===== config.mk =====
export PLATFORM = sky130hd
export DESIGN_NAME = key_value_line_unescaper
export DESIGN_NICKNAME = d
export VERILOG_FILES = /design/src/rtl/core/kvlu_pkg.sv /design/src/rtl/core/key_value_line_unescaper.sv
export SDC_FILE = /design/constraint.sdc
export NUM_CORES = 1
export LEC_CHECK = 0
export ABC_AREA = 1
export BUFFER_PORTS_ARGS = -buffer_cell sky130_fd_sc_hd__buf_2
export CAP_MARGIN = 30
export CELL_PAD_IN_SITES_DETAIL_PLACEMENT = 0
export CELL_PAD_IN_SITES_GLOBAL_PLACEMENT = 1
export CORE_MARGIN = 3
export CORE_UTILIZATION = 48
export CTS_BUF_LIST = sky130_fd_sc_hd__clkbuf_4 sky130_fd_sc_hd__clkbuf_8
export DETAILED_ROUTE_END_ITERATION = 12
export PLACE_DENSITY = 0.83
export SYNTH_ARGS = -nofsm -noshare
export SYNTH_HDL_FRONTEND = slang
export SYNTH_SLANG_ARGS = --single-unit

===== constraint.sdc =====
create_clock -name aclk -period 2.5 [get_ports aclk]
set_input_delay 0.25 -clock aclk [delete_from_list [all_inputs] [get_ports aclk]]
set_output_delay 0.25 -clock aclk [all_outputs]
set_load 0.01 [all_outputs]

===== src/rtl/core/kvlu_pkg.sv =====
// ----------------------------------------------------------------------------
// kvlu_pkg
// Types and character constants of the key/value line unescaper.
// ----------------------------------------------------------------------------
package kvlu_pkg;

    localparam int BYTE_W = 8;
    localparam int CR_W   = 6;

    typedef logic [BYTE_W-1:0] byte_t;
    typedef logic [CR_W-1:0]   cr_count_t;

    // Input item kind
    localparam logic ACT_DATA = 1'b0;
    localparam logic ACT_END  = 1'b1;

    // Character codes
    localparam byte_t CH_LF    = 8'h0A;
    localparam byte_t CH_CR    = 8'h0D;
    localparam byte_t CH_SLASH = 8'h2F;
    localparam byte_t CH_COLON = 8'h3A;
    localparam byte_t CH_BSL   = 8'h5C;
    localparam byte_t CH_N     = 8'h6E;

    typedef enum logic [1:0] {
        KIND_KEY    = 2'd0,
        KIND_VALUE  = 2'd1,
        KIND_DONE   = 2'd2,
        KIND_REJECT = 2'd3
    } kind_t;

    typedef enum logic [2:0] {
        PH_START = 3'd0,
        PH_SLASH = 3'd1,
        PH_KEY   = 3'd2,
        PH_VALUE = 3'd3,
        PH_ESC   = 3'd4,
        PH_SKIP  = 3'd5
    } phase_t;

    typedef enum logic {
        SEQ_IDLE = 1'b0,
        SEQ_BUSY = 1'b1
    } seq_state_t;

endpackage


===== src/rtl/core/key_value_line_unescaper.sv =====
// ----------------------------------------------------------------------------
// key_value_line_unescaper
// Splits a byte stream into key/value lines and unescapes the values.
// ----------------------------------------------------------------------------
// Usage:
//   Input transfers carry one text byte (s_tdata) or an end-of-text mark
//   (s_tuser = 1). Output transfers carry key bytes, value bytes, an entry
//   complete mark or a reject mark (m_tuser); m_tlast flags the last result
//   caused by one input transfer. An input may cause no result at all.
//   The first result of an input is registered in the result plan, then
//   loaded into the output register. An input with R results keeps the
//   block busy until its last result is loaded (an input with no results
//   leaves it idle); held carriage returns flushed by a later byte make R
//   up to 64. When the receiver keeps up, one result leaves per cycle
//   through a single down-counter and the output register. s_tready stays
//   low while results of an input are still being produced; the next input
//   can be taken while the last result still waits in the output register.
//   When the receiver stalls, the output register holds its transfer and
//   the sequencer waits. Reset returns to line start with no held CRs and
//   an empty output register.
// ----------------------------------------------------------------------------
module key_value_line_unescaper #(
    parameter int PENDING_CR_MAX = 63
) (
    input  logic                 aclk,
    input  logic                 aresetn,
    // input stream
    input  logic                 s_tvalid,
    output logic                 s_tready,
    input  kvlu_pkg::byte_t      s_tdata,   // [7:0] data_byte
    input  logic                 s_tuser,   // [0] action
    // result stream
    output logic                 m_tvalid,
    input  logic                 m_tready,
    output kvlu_pkg::byte_t      m_tdata,   // [7:0] out_byte
    output logic [1:0]           m_tuser,   // [1:0] out_kind
    output logic                 m_tlast    // burst_last
);
    import kvlu_pkg::*;

    localparam cr_count_t CR_MAX = CR_W'(PENDING_CR_MAX);

    // Line state
    phase_t     phase_reg, phase_next;
    cr_count_t  pend_reg, pend_next;

    // Result plan of the current input
    seq_state_t state_reg, state_next;
    logic       slash_reg, slash_next;
    cr_count_t  cr_left_reg, cr_left_next;
    kind_t      cr_kind_reg, cr_kind_next;
    logic       fin_reg, fin_next;
    kind_t      fin_kind_reg, fin_kind_next;
    byte_t      fin_byte_reg, fin_byte_next;

    // Output register
    logic       m_valid_reg, m_valid_next;
    kind_t      m_kind_reg, m_kind_next;
    byte_t      m_byte_reg, m_byte_next;
    logic       m_last_reg, m_last_next;

    // Plan decode for the incoming item
    logic       accept, is_end, eol;
    phase_t     p_phase;
    cr_count_t  p_pend, p_flush, held_one;
    logic       p_slash, p_fin;
    kind_t      p_cr_kind, p_fin_kind;
    byte_t      p_fin_byte;

    // Emit path
    logic       have_next, load, emit_last;
    cr_count_t  cr_dec;

    assign s_tready = (state_reg == SEQ_IDLE);
    assign accept   = s_tvalid && s_tready;
    assign is_end   = (s_tuser == ACT_END);
    assign eol      = is_end || (s_tdata == CH_LF);
    assign held_one = (pend_reg < CR_MAX) ? pend_reg + CR_W'(1) : pend_reg;

    // Decode one input into phase update and result plan
    always_comb begin
        p_phase    = phase_reg;
        p_pend     = pend_reg;
        p_slash    = 1'b0;
        p_flush    = '0;
        p_cr_kind  = KIND_KEY;
        p_fin      = 1'b0;
        p_fin_kind = KIND_KEY;
        p_fin_byte = s_tdata;
        unique case (phase_reg)
            PH_SLASH: begin
                if (!is_end && s_tdata == CH_SLASH) begin
                    p_phase = PH_SKIP;
                end else if (eol) begin
                    p_fin      = 1'b1;
                    p_fin_kind = KIND_REJECT;
                    p_fin_byte = '0;
                    p_phase    = PH_START;
                end else begin
                    p_slash = 1'b1;
                    p_phase = PH_KEY;
                    if (s_tdata == CH_CR) begin
                        p_pend = CR_W'(1);
                    end else if (s_tdata == CH_COLON) begin
                        p_phase = PH_VALUE;
                    end else begin
                        p_fin = 1'b1;
                    end
                end
            end
            PH_KEY: begin
                if (eol) begin
                    p_pend     = '0;
                    p_fin      = 1'b1;
                    p_fin_kind = KIND_REJECT;
                    p_fin_byte = '0;
                    p_phase    = PH_START;
                end else if (s_tdata == CH_CR) begin
                    p_pend = held_one;
                end else begin
                    p_flush = pend_reg;
                    p_pend  = '0;
                    if (s_tdata == CH_COLON) begin
                        p_phase = PH_VALUE;
                    end else begin
                        p_fin = 1'b1;
                    end
                end
            end
            PH_VALUE: begin
                p_cr_kind = KIND_VALUE;
                if (eol) begin
                    p_pend     = '0;
                    p_fin      = 1'b1;
                    p_fin_kind = KIND_DONE;
                    p_fin_byte = '0;
                    p_phase    = PH_START;
                end else if (s_tdata == CH_CR) begin
                    p_pend = held_one;
                end else begin
                    p_flush = pend_reg;
                    p_pend  = '0;
                    if (s_tdata == CH_BSL) begin
                        p_phase = PH_ESC;
                    end else begin
                        p_fin      = 1'b1;
                        p_fin_kind = KIND_VALUE;
                    end
                end
            end
            PH_ESC: begin
                if (eol) begin
                    p_pend     = '0;
                    p_fin      = 1'b1;
                    p_fin_kind = KIND_DONE;
                    p_fin_byte = '0;
                    p_phase    = PH_START;
                end else if (s_tdata == CH_CR) begin
                    p_pend  = CR_W'(1);
                    p_phase = PH_VALUE;
                end else begin
                    p_fin      = 1'b1;
                    p_fin_kind = KIND_VALUE;
                    p_fin_byte = (s_tdata == CH_N) ? CH_LF : s_tdata;
                    p_phase    = PH_VALUE;
                end
            end
            PH_SKIP: begin
                if (eol) begin
                    p_phase = PH_START;
                end
            end
            default: begin
                p_pend = '0;
                if (eol || s_tdata == CH_CR) begin
                    p_phase = PH_START;
                end else if (s_tdata == CH_SLASH) begin
                    p_phase = PH_SLASH;
                end else if (s_tdata == CH_COLON) begin
                    p_phase = PH_VALUE;
                end else begin
                    p_fin   = 1'b1;
                    p_phase = PH_KEY;
                end
            end
        endcase
        // End of text closes the line and drops held CRs
        if (is_end) begin
            p_phase = PH_START;
            p_pend  = '0;
        end
    end

    // Pick the next result: slash, then held CRs, then the closing result
    assign have_next = slash_reg || (cr_left_reg != '0) || fin_reg;
    assign load      = (state_reg == SEQ_BUSY) && have_next && (!m_valid_reg || m_tready);
    assign cr_dec    = cr_left_reg - CR_W'(1);

    // Sequencer: next state, plan and output register
    always_comb begin
        state_next    = state_reg;
        phase_next    = phase_reg;
        pend_next     = pend_reg;
        slash_next    = slash_reg;
        cr_left_next  = cr_left_reg;
        cr_kind_next  = cr_kind_reg;
        fin_next      = fin_reg;
        fin_kind_next = fin_kind_reg;
        fin_byte_next = fin_byte_reg;
        m_valid_next  = m_valid_reg && !m_tready;
        m_kind_next   = m_kind_reg;
        m_byte_next   = m_byte_reg;
        m_last_next   = m_last_reg;
        emit_last     = 1'b0;
        unique case (state_reg)
            SEQ_IDLE: begin
                if (accept) begin
                    phase_next    = p_phase;
                    pend_next     = p_pend;
                    slash_next    = p_slash;
                    cr_left_next  = p_flush;
                    cr_kind_next  = p_cr_kind;
                    fin_next      = p_fin;
                    fin_kind_next = p_fin_kind;
                    fin_byte_next = p_fin_byte;
                    if (p_slash || p_fin || p_flush != '0) begin
                        state_next = SEQ_BUSY;
                    end
                end
            end
            SEQ_BUSY: begin
                if (load) begin
                    m_valid_next = 1'b1;
                    if (slash_reg) begin
                        m_kind_next = KIND_KEY;
                        m_byte_next = CH_SLASH;
                        emit_last   = (cr_left_reg == '0) && !fin_reg;
                        slash_next  = 1'b0;
                    end else if (cr_left_reg != '0) begin
                        m_kind_next  = cr_kind_reg;
                        m_byte_next  = CH_CR;
                        emit_last    = (cr_dec == '0) && !fin_reg;
                        cr_left_next = cr_dec;
                    end else begin
                        m_kind_next = fin_kind_reg;
                        m_byte_next = fin_byte_reg;
                        emit_last   = 1'b1;
                        fin_next    = 1'b0;
                    end
                    m_last_next = emit_last;
                    if (emit_last) begin
                        state_next = SEQ_IDLE;
                    end
                end
            end
            default: begin
                state_next = SEQ_IDLE;
            end
        endcase
    end

    // Control registers
    always_ff @(posedge aclk) begin
        if (!aresetn) begin
            state_reg   <= SEQ_IDLE;
            phase_reg   <= PH_START;
            pend_reg    <= '0;
            slash_reg   <= 1'b0;
            cr_left_reg <= '0;
            fin_reg     <= 1'b0;
            m_valid_reg <= 1'b0;
        end else begin
            state_reg   <= state_next;
            phase_reg   <= phase_next;
            pend_reg    <= pend_next;
            slash_reg   <= slash_next;
            cr_left_reg <= cr_left_next;
            fin_reg     <= fin_next;
            m_valid_reg <= m_valid_next;
        end
    end

    // Payload registers
    always_ff @(posedge aclk) begin
        cr_kind_reg  <= cr_kind_next;
        fin_kind_reg <= fin_kind_next;
        fin_byte_reg <= fin_byte_next;
        m_kind_reg   <= m_kind_next;
        m_byte_reg   <= m_byte_next;
        m_last_reg   <= m_last_next;
    end

    assign m_tvalid = m_valid_reg;
    assign m_tdata  = m_byte_reg;
    assign m_tuser  = m_kind_reg;
    assign m_tlast  = m_last_reg;

endmodule


=== After elaboration in Yosys (flattened, before gate mapping) ===
Index checks and enable logic that the tools add are counted.

* Bitwise logic cells: 1
* Add/sub/neg operators: 2
* Reduce and logical (&&, ||, !) cells: 31
* Mux-type cells: 84
* Eq/ne operators: 25
* Magnitude comparators: 1

{| class="wikitable"
|+ Operators with widths
! operator !! number
|-
| $mux W6 || 16
|-
| $mux W8 || 5
|-
| $mux W1 || 36
|-
| $mux W3 || 11
|-
| $pmux W6 S4 || 1
|-
| $pmux W8 S3 || 1
|-
| $eq A8 B4 Y1 const B || 2
|-
| $eq A8 B6 Y1 const B || 2
|-
| $eq A8 B7 Y1 const B || 2
|-
| $ne A4 B4 Y1 const B || 4
|-
| $pmux W3 S5 || 1
|-
| $mux W2 || 7
|-
| $logic_not A6 Y1 || 2
|-
| $pmux W6 S2 || 1
|-
| $reduce_bool A6 Y1 || 2
|-
| $ne A3 B3 Y1 const B || 3
|-
| $pmux W2 S4 || 1
|-
| $reduce_and A4 Y1 || 2
|-
| $logic_and A1 B1 Y1 || 7
|-
| $logic_or A1 B1 Y1 || 7
|-
| $reduce_and A7 Y1 || 1
|-
| $add A6 B1 Y6 const B || 1
|-
| $eq A3 B2 Y1 const B || 2
|-
| $eq A3 B3 Y1 const B || 2
|-
| 13 further kinds || 25
|}

* Bits of input ports: 13
* Output and inout bits: 13
* Flip-flop bits (word level): 42
* Word-level logic and storage cells: 158

=== Longest topological paths before layout ===
Gate-level depths: netlist (run 1).

* Depth in word-level cells: 11
* Depth in mapped cells: 13

=== Worst setup path before layout (run 1) ===
Ideal clock, no wire load.

* Path type: register to register
* From: reg cr_left_reg[0]
* To: reg state_reg
* Clock period less this slack: 1617 ps
* Slack: 883 ps
* Required time: 2391 ps
* Stages on the path, launching flop included: 13
* Library setup time: 109 ps
* Arrival: 1508 ps
* Buffers on the path: 0
* Cell sequence: dfxtp_1 inv_1 ha_1 nand3_2 nand2_1 nand3_2 o21ai_2 inv_1 nand3_1 nand2_1 nand3_1 nand2_1 inv_1

* Word-level cells in the longest chain between the ends: 10

{| class="wikitable"
|+ Ends and longest elaborated chain
! item !! line !! source
|-
| from (decl) || key_value_line_unescaper.sv:50 || <nowiki>cr_count_t cr_left_reg, cr_left_next;</nowiki>
|-
| from (signal assigned) || key_value_line_unescaper.sv:277 || <nowiki>cr_left_reg <= cr_left_next;</nowiki>
|-
| $sub A6 B1 Y6 || key_value_line_unescaper.sv:197 || <nowiki>assign cr_dec = cr_left_reg - CR_W'(1);</nowiki>
|-
| $logic_not A6 Y1 || key_value_line_unescaper.sv:242 || <nowiki>emit_last = (cr_dec == '0) && !fin_reg;</nowiki>
|-
| $logic_and A1 B1 Y1 || key_value_line_unescaper.sv:242 ||
|-
| $mux W1 || key_value_line_unescaper.sv:239 || <nowiki>end else if (cr_left_reg != '0) begin</nowiki>
|-
| $mux W1 || key_value_line_unescaper.sv:234 || <nowiki>if (slash_reg) begin</nowiki>
|-
| $mux W1 || key_value_line_unescaper.sv:232 || <nowiki>if (load) begin</nowiki>
|-
| $mux W1 || key_value_line_unescaper.sv:215 || <nowiki>unique case (state_reg)</nowiki>
|-
| $mux W1 || key_value_line_unescaper.sv:251 || <nowiki>if (emit_last) begin</nowiki>
|-
| $mux W1 (*) || key_value_line_unescaper.sv:232 ||
|-
| $pmux W1 S2 (*) || key_value_line_unescaper.sv:215 ||
|-
| to (signal assigned) || key_value_line_unescaper.sv:273 || <nowiki>state_reg <= state_next;</nowiki>
|-
| to (decl) || key_value_line_unescaper.sv:48 || <nowiki>seq_state_t state_reg, state_next;</nowiki>
|}

Mark *: on every way between the ends. The rest lies on a longest branch, timed or not. The select of a mux whose other input is x is not followed.
A chain may end at the register's enable or synchronous reset.

=== Final worst setup path (run 1) ===
Ends and elaborated chain as after synthesis.

==> metrics, run 1 <==
proportion of synthesized flip-flops having asynchronous set or reset 0; slew at the pin closest to its max-slew limit around 0.43 ns; Top delay family on crit path simple AND/OR/NAND/NOR gates; Post-synth EDFFs 22; Critical Path Start Type register; Synthesized Nets about 370; share of layout cells above drive strength 1 0.191; Vert. Die Dim 79.3 µm; hold crit path type input port to register; fraction of the core area covered by cells at the end of the flow 0.558; final number of setup-violating endpoints 0; first-pass GRT wire length 9.32 mm; vias post-DR 2181; antenna viol nets, final 0; placed cell count between 400 and 500; clock-pin slew reported for the worst setup and hold paths after clock tree synthesis 0.09 ns; global-route usage over all layers 0.185; final setup skew approximately 0.0066 ns; final period demand of the worst path 1.83 ns; synthesized netlist cell count 351; input/output buffers 25; most frequent standard cell in the layout excluding fill and tap cells sky130_fd_sc_hd__nand2_1; slowest CP cell sky130_fd_sc_hd__dfxtp_1; half-perimeter wire length after detailed placement ~4.2 mm; Max clock buf depth 2; area added between synthesis and finish 11.4%; Primary FF master, synth sky130_fd_sc_hd__edfxtp_1; type of the worst setup path register to register; Placement Rows 26; number of remaining DRC errors 0; Post-CTS Hold Fix Bufs 0; non-filler instance count after layout about 450; routed length per instance 11.7 µm; data required time of the critical path 2.70 ns; run status complete, no violations; post-CTS setup buffer count 0; highest attainable clock frequency roughly 550 MHz; mapped cell area about 2600 µm²; max-capacitance violation count 0; CTS resizes 0; insertion delay to the later sink of the worst-skew pair slightly below 0.3 ns; sequential share of power 0.407; most frequent cells in the layout sky130_fd_sc_hd__nand2_1 (86), sky130_fd_sc_hd__inv_1 (46), sky130_fd_sc_hd__nor2_1 (40); arrival time at the worst endpoint ~2 ns; initial antenna violation count 0; sequential fraction of the synthesis area 0.404; largest fanout on the critical path 12; post-DR vias/cell ~4.8; net switching component of the power 0.966 mW; count of distinct cell types in the synthesized netlist 38; relative contribution of combinational cells to total power 0.408; final slew viol count 0; switching power as a share of total power 0.398; 1st-iter DRT viols between 100 and 150; nets@finish 398; top cell type's share of synthesized area 0.256; cell-internal power 1.46 mW; First-pass DRT Iterations 4; share of power burned in the clock network 0.185; clock tree root driver cell sky130_fd_sc_hd__clkbuf_8; worst max-slew margin expressed relative to the limit 0.713; longest individual stage delay on the worst path between 0.3 and 0.4 ns; Power Total 2.43 mW; per-instance average area after synthesis ~7.3 µm²; worst supply voltage drop on vdd about 0.35 mV; setup slack of the worst register-to-register path 0.67 ns; Sinks on Clock Net a little over 40; WP buf/inv 3; core box area 5140 µm²; Final Routed Wirelength ~5.3 mm; total of flip-flops plus latches after synthesis just over 40; area leader, netlist sky130_fd_sc_hd__edfxtp_1; Die W a little under 80 µm; leftover overflow at the end of global routing 0; share of the cycle needed by the critical path after routing 0.731; routability-driven placement congestion ratio around 0.84; die outline area about 6300 µm²; number of global-route vias before repair about 2000; RSZ-0062 raised after global routing no; Yosys Warn Count 0; setup tns final 0 ns; clock tree from TritonCTS done; capturing element type of the critical path register; CTS buffer count 5; final hold violations 0; number of H-tree branching levels 2; PwrDens 846 nW/µm²; number of diodes 0; leading post-synthesis cells by cell area sky130_fd_sc_hd__edfxtp_1 (26%), sky130_fd_sc_hd__dfxtp_1 (15%), sky130_fd_sc_hd__nand2_1 (13%); leakage power summed over all cells between 1 and 1.5 nW; pin count of the biggest net entering global routing 16; CP cell instances inv_1 -> ha_1 -> nand3_2 -> nand2_1 -> nand3_2 -> o21ai_2 -> inv_1 -> nand3_1 -> nand2_1 -> nand3_1 -> nand2_1 -> inv_1; Top Ports 26; starting density of the core 0.501
metrics by stage:
stage | hold WS, ns | cell area (µm²) | worst slack (ns)
2_1_floorplan | 0.348 | 2580 | 0.883
3_3_place_gp | 0.474 | 2780 | 0.731
3_5_place_dp | 0.476 | 2780 | 0.673
4_1_cts | 0.270 | 2870 | 0.665
5_1_grt | 0.289 | 2870 | 0.480
6_report | 0.277 | 2870 | 0.671
power groups by stage:
stage	Combinational [mW]	Sequential [mW]	Clock [mW]
3_5_place_dp	0.995	1.00	0
2_1_floorplan	0.731	1.02	0
3_3_place_gp	1.00	1.00	0
4_1_cts	0.999	0.987	0.467
5_1_grt	1.15	1.00	0.495
6_report	0.990	0.988	0.448
synth_stat cells, drive strengths merged, types with 2 or more instances:
| cell | count |
|---|---|
| nor2 | 50 |
| edfxtp | 22 |
| or2 | 3 |
| buf | 2 |
| a21oi | 25 |
| nand3 | 31 |
| o22ai | 2 |
| xor2 | 3 |
| nand2 | 92 |
| nor3 | 2 |
| dfxtp | 19 |
| o21ai | 24 |
| xnor2 | 2 |
| ha | 4 |
| nand4 | 5 |
| inv | 55 |
| nand3b | 2 |
cells by family (layout without fill, tap and decap cells):
kind of cell	count (synthesis)	count (layout)	share of synthesized area
DFF	41	41	0.404
AOI/OAI and AO/OA	57	57	0.124
xor gates and xnor gates	5	5	0.0170
adders and majority gates	4	4	0.0194
and+or+nand+nor	185	185	0.342
buffers and inverters	59	90	0.0932
metal layers:
metal | global-route usage | vias to the layer above | routed length [µm]
met2 | 0.287 | 32 | 2350
met5 | 0 | - | 0
met1 | 0.259 | 946 | 2690
li1 | - | 1198 | -
met3 | 0.0374 | 5 | 200
met4 | 0.0567 | 0 | 37
area by class of cell:
cell class	count	area, µm²
Multi-Input combinational cell	251	1290
Inverter	55	211
Sequential cell	41	1040
Tap cell	70	87.6
Clock buffer	5	68.8
Fill cell	544	2270
Clock inverter	3	25.0
Timing Repair Buffer	27	140
worst register-to-register path: stages, from the launching register on:
cell	delay [ns]
sky130_fd_sc_hd__dfxtp_1	0.37
sky130_fd_sc_hd__inv_1	0.13
sky130_fd_sc_hd__ha_1	0.23
sky130_fd_sc_hd__nand3_2	0.12
sky130_fd_sc_hd__nand2_1	0.08
sky130_fd_sc_hd__nand3_2	0.08
sky130_fd_sc_hd__o21ai_2	0.07
sky130_fd_sc_hd__inv_1	0.29
sky130_fd_sc_hd__nand3_1	0.13
sky130_fd_sc_hd__nand2_1	0.08
sky130_fd_sc_hd__nand3_1	0.07
sky130_fd_sc_hd__nand2_1	0.06
sky130_fd_sc_hd__inv_1	0.04
path summary, 6_finish.rpt:
path	start	endpoint	depth (start not counted)
hold reg to reg	fin_reg$_SDFFE_PN0P_	fin_reg$_SDFFE_PN0P_	2
hold / removal	aresetn	state_reg$_SDFF_PN0_	3
setup reg to reg	cr_left_reg[0]$_SDFFE_PN0P_	state_reg$_SDFF_PN0_	12
setup / recovery	cr_left_reg[0]$_SDFFE_PN0P_	state_reg$_SDFF_PN0_	12
(Power assumes the default switching activity.)
==> run 2, diff against run 1 <==
CORE_UTILIZATION = 40   (was 48)
PLACE_DENSITY = 0.74   (was 0.83)
clock period = 1.5 ns   (was 2.5 ns; I/O delays follow)
==> metrics, run 2 (synthesized netlist as in run 1, its figures left out) <==
Die W 86.3 µm (+8.8%); number of remaining DRC errors 0 (unchanged); Final Routed Wirelength 6.58 mm (+25%); final setup skew 0.00395 ns (-0.00263 ns); final hold violations 0 (unchanged); violated checks setup timing; Post-CTS Hold Fix Bufs 0 (unchanged); pin count of the biggest net entering global routing 15 (-1); number of H-tree branching levels 2 (unchanged); clock-pin slew reported for the worst setup and hold paths after clock tree synthesis 0.08 ns (about the same); share of power burned in the clock network 0.192 (+0.007); type of the worst setup path register to register; slew at the pin closest to its max-slew limit 0.494 ns (+0.0645 ns); Vert. Die Dim 86.3 µm (+8.8%); highest attainable clock frequency 642 MHz (+17%); number of diodes 0 (unchanged); largest fanout on the critical path 3 (-9); clock tree root driver cell sky130_fd_sc_hd__clkbuf_8; switching power as a share of total power 0.374 (-0.0244); 1st-iter DRT viols 156 (+11%); initial antenna violation count 0 (unchanged); capturing element type of the critical path register; starting density of the core 0.425 (-0.0762); slowest CP cell sky130_fd_sc_hd__dfxtp_2; worst max-slew margin expressed relative to the limit 0.671 (-0.0423); Placement Rows 28 (+7.7%); Sinks on Clock Net 41 (unchanged); die outline area 7440 µm² (+18%); number of global-route vias before repair 2243 (+10%); vias post-DR 2476 (+14%); post-DR vias/cell 4.85 (+0.42%); Max clock buf depth 2 (unchanged); First-pass DRT Iterations 4 (unchanged); final period demand of the worst path 1.56 ns (-0.270 ns); PwrDens 1540 nW/µm² (+82%); leakage power summed over all cells 1.65 nW (+25%); half-perimeter wire length after detailed placement 4.87 mm (+17%); nets@finish 452 (+14%); max-capacitance violation count 0 (unchanged); dpl cell area 3140 µm² (+13%); first-pass GRT wire length 10.5 mm (+13%); non-filler instance count after layout 511 (+13%); clock tree from TritonCTS done; CP cell instances inv_4 -> buf_6 -> ha_4 -> inv_2 -> nor2_2 -> nand2_1 -> nor2_2 -> nand3_2 -> nand2_2 -> nand3_2 -> nand2_1 -> nand3_1 -> nand2_1 -> inv_1; final number of setup-violating endpoints 2 (+2); core box area 6060 µm² (+18%); antenna viol nets, final 0 (unchanged); net switching component of the power 2.11 mW (+120%); Critical Path Start Type register; Top Ports 26 (unchanged); final slew viol count 0 (unchanged); run status finished, violations left; placed cell count 494 (+11%); most frequent cells in the layout sky130_fd_sc_hd__nand2_1 (73), sky130_fd_sc_hd__buf_4 (50), sky130_fd_sc_hd__inv_1 (37); number of fill cells 560 (+2.9%); hold crit path type input port to register; cell-internal power 3.54 mW (+140%); routability-driven placement congestion ratio 0.860 (+2.8%); combined area of the multi-input logic cells 1580 µm² (+22%); global-route usage over all layers 0.178 (-0.00704); WP buf/inv 4 (+1); Final Worst Setup Slack -0.0583 ns (-0.730 ns); CTS buffer count 5 (unchanged); RSZ-0062 raised after global routing yes; relative contribution of combinational cells to total power 0.514 (+0.106); area added between synthesis and finish 42.9%; data required time of the critical path 1.70 ns (-1.00 ns); post-route cell area 3680 µm² (+28%); input/output buffers 25 (unchanged); share of the cycle needed by the critical path after routing 1.04 (+0.307); sequential share of power 0.294 (-0.113); routed length per instance 12.9 µm (+10%); footprint of the flip-flops and latches 1050 µm² (+1.1%); worst supply voltage drop on vdd 0.941 mV (+170%); most frequent standard cell in the layout excluding fill and tap cells sky130_fd_sc_hd__nand2_1; longest individual stage delay on the worst path 0.35 ns (-0.02 ns); Top delay family on crit path simple AND/OR/NAND/NOR gates; share of layout cells above drive strength 1 0.436 (+0.245); leftover overflow at the end of global routing 0 (unchanged); cell repeated most along the worst path sky130_fd_sc_hd__nand2_1; arrival time at the worst endpoint 1.76 ns (-0.27 ns); insertion delay to the later sink of the worst-skew pair 0.29 ns (about the same)
[run 2: cell count changes in the layout (fill, tap and decap cells not counted), moves of 6 or more]
cell,before,now
sky130_fd_sc_hd__inv_1,46,37
sky130_fd_sc_hd__a21oi_1,24,15
sky130_fd_sc_hd__a21oi_2,1,10
sky130_fd_sc_hd__dfxtp_2,0,6
sky130_fd_sc_hd__nand3_1,26,19
sky130_fd_sc_hd__dfxtp_1,19,12
sky130_fd_sc_hd__nand2_2,3,13
sky130_fd_sc_hd__buf_4,2,50
sky130_fd_sc_hd__nor2_1,40,31
sky130_fd_sc_hd__nand2_1,86,73
sky130_fd_sc_hd__nor2_2,5,11
[run 2: per-stage QoR]
stage	hold slack (ns)	TNS, ns	utilization	worst slack (ns)	total power, mW
global placement	0.479	-1.16	0.517	-0.0991	3.81
floorplan	0.248	0	-	0.0120	2.92
detailed placement	0.482	-1.47	0.517	-0.125	3.85
CTS	0.176	0	0.555	0.00690	5.21
finish	0.180	-0.0703	0.608	-0.0583	5.66
global route	0.185	-0.769	0.608	-0.152	6.05
[run 2: worst paths after layout]
kind / from / to / slack, ns / cells after the start
hold / removal: aresetn / state_reg$_SDFF_PN0_ / 0.18 / 3
setup / recovery: cr_left_reg[1]$_SDFFE_PN0P_ / state_reg$_SDFF_PN0_ / -0.06 / 14
hold reg to reg: fin_reg$_SDFFE_PN0P_ / fin_reg$_SDFFE_PN0P_ / 0.49 / 2
setup reg to reg: cr_left_reg[1]$_SDFFE_PN0P_ / state_reg$_SDFF_PN0_ / -0.06 / 14
[run 2: layer usage]
| metal | wire [µm] | GRT usage | vias up |
|---|---|---|---|
| li1 | - | - | 1308 |
| met1 | 3090 | 0.239 | 1144 |
| met2 | 3270 | 0.296 | 22 |
| met3 | 191 | 0.0333 | 2 |
| met4 | 29 | 0.0467 | 0 |
| met5 | 0 | 0 | - |
[run 2: timing repair]
item,4_1_cts,5_1_grt
endpoints found under the setup margin,30,42
setup buffers,3,5
resized for setup,18,73
cloned,0,1
pin swaps,3,24
[run 2: power groups by stage]
stage	Clock (mW)	Sequential (mW)	Combinational (mW)
2_1_floorplan	0	1.70	1.23
3_3_place_gp	0	1.64	2.17
3_5_place_dp	0	1.65	2.20
4_1_cts	1.12	1.64	2.46
5_1_grt	1.16	1.68	3.20
6_report	1.08	1.66	2.91
[run 2: worst reg2reg max path, delay by kind of cell (launching register included)]
kind,cells,cell delay (ns)
buffers and inverters,4,0.25
adders and majority gates,1,0.12
DFF,1,0.35
and+or+nand+nor,9,0.73
[run 2: area by class of cell]
class / instances / area share
Inverter: 55 / 0.0625
Sequential cell: 41 / 0.286
Clock inverter: 3 / 0.0187
Timing Repair Buffer: 81 / 0.160
Tap cell: 75 / 0.0255
Multi-Input combinational cell: 251 / 0.428
Clock buffer: 5 / 0.0187
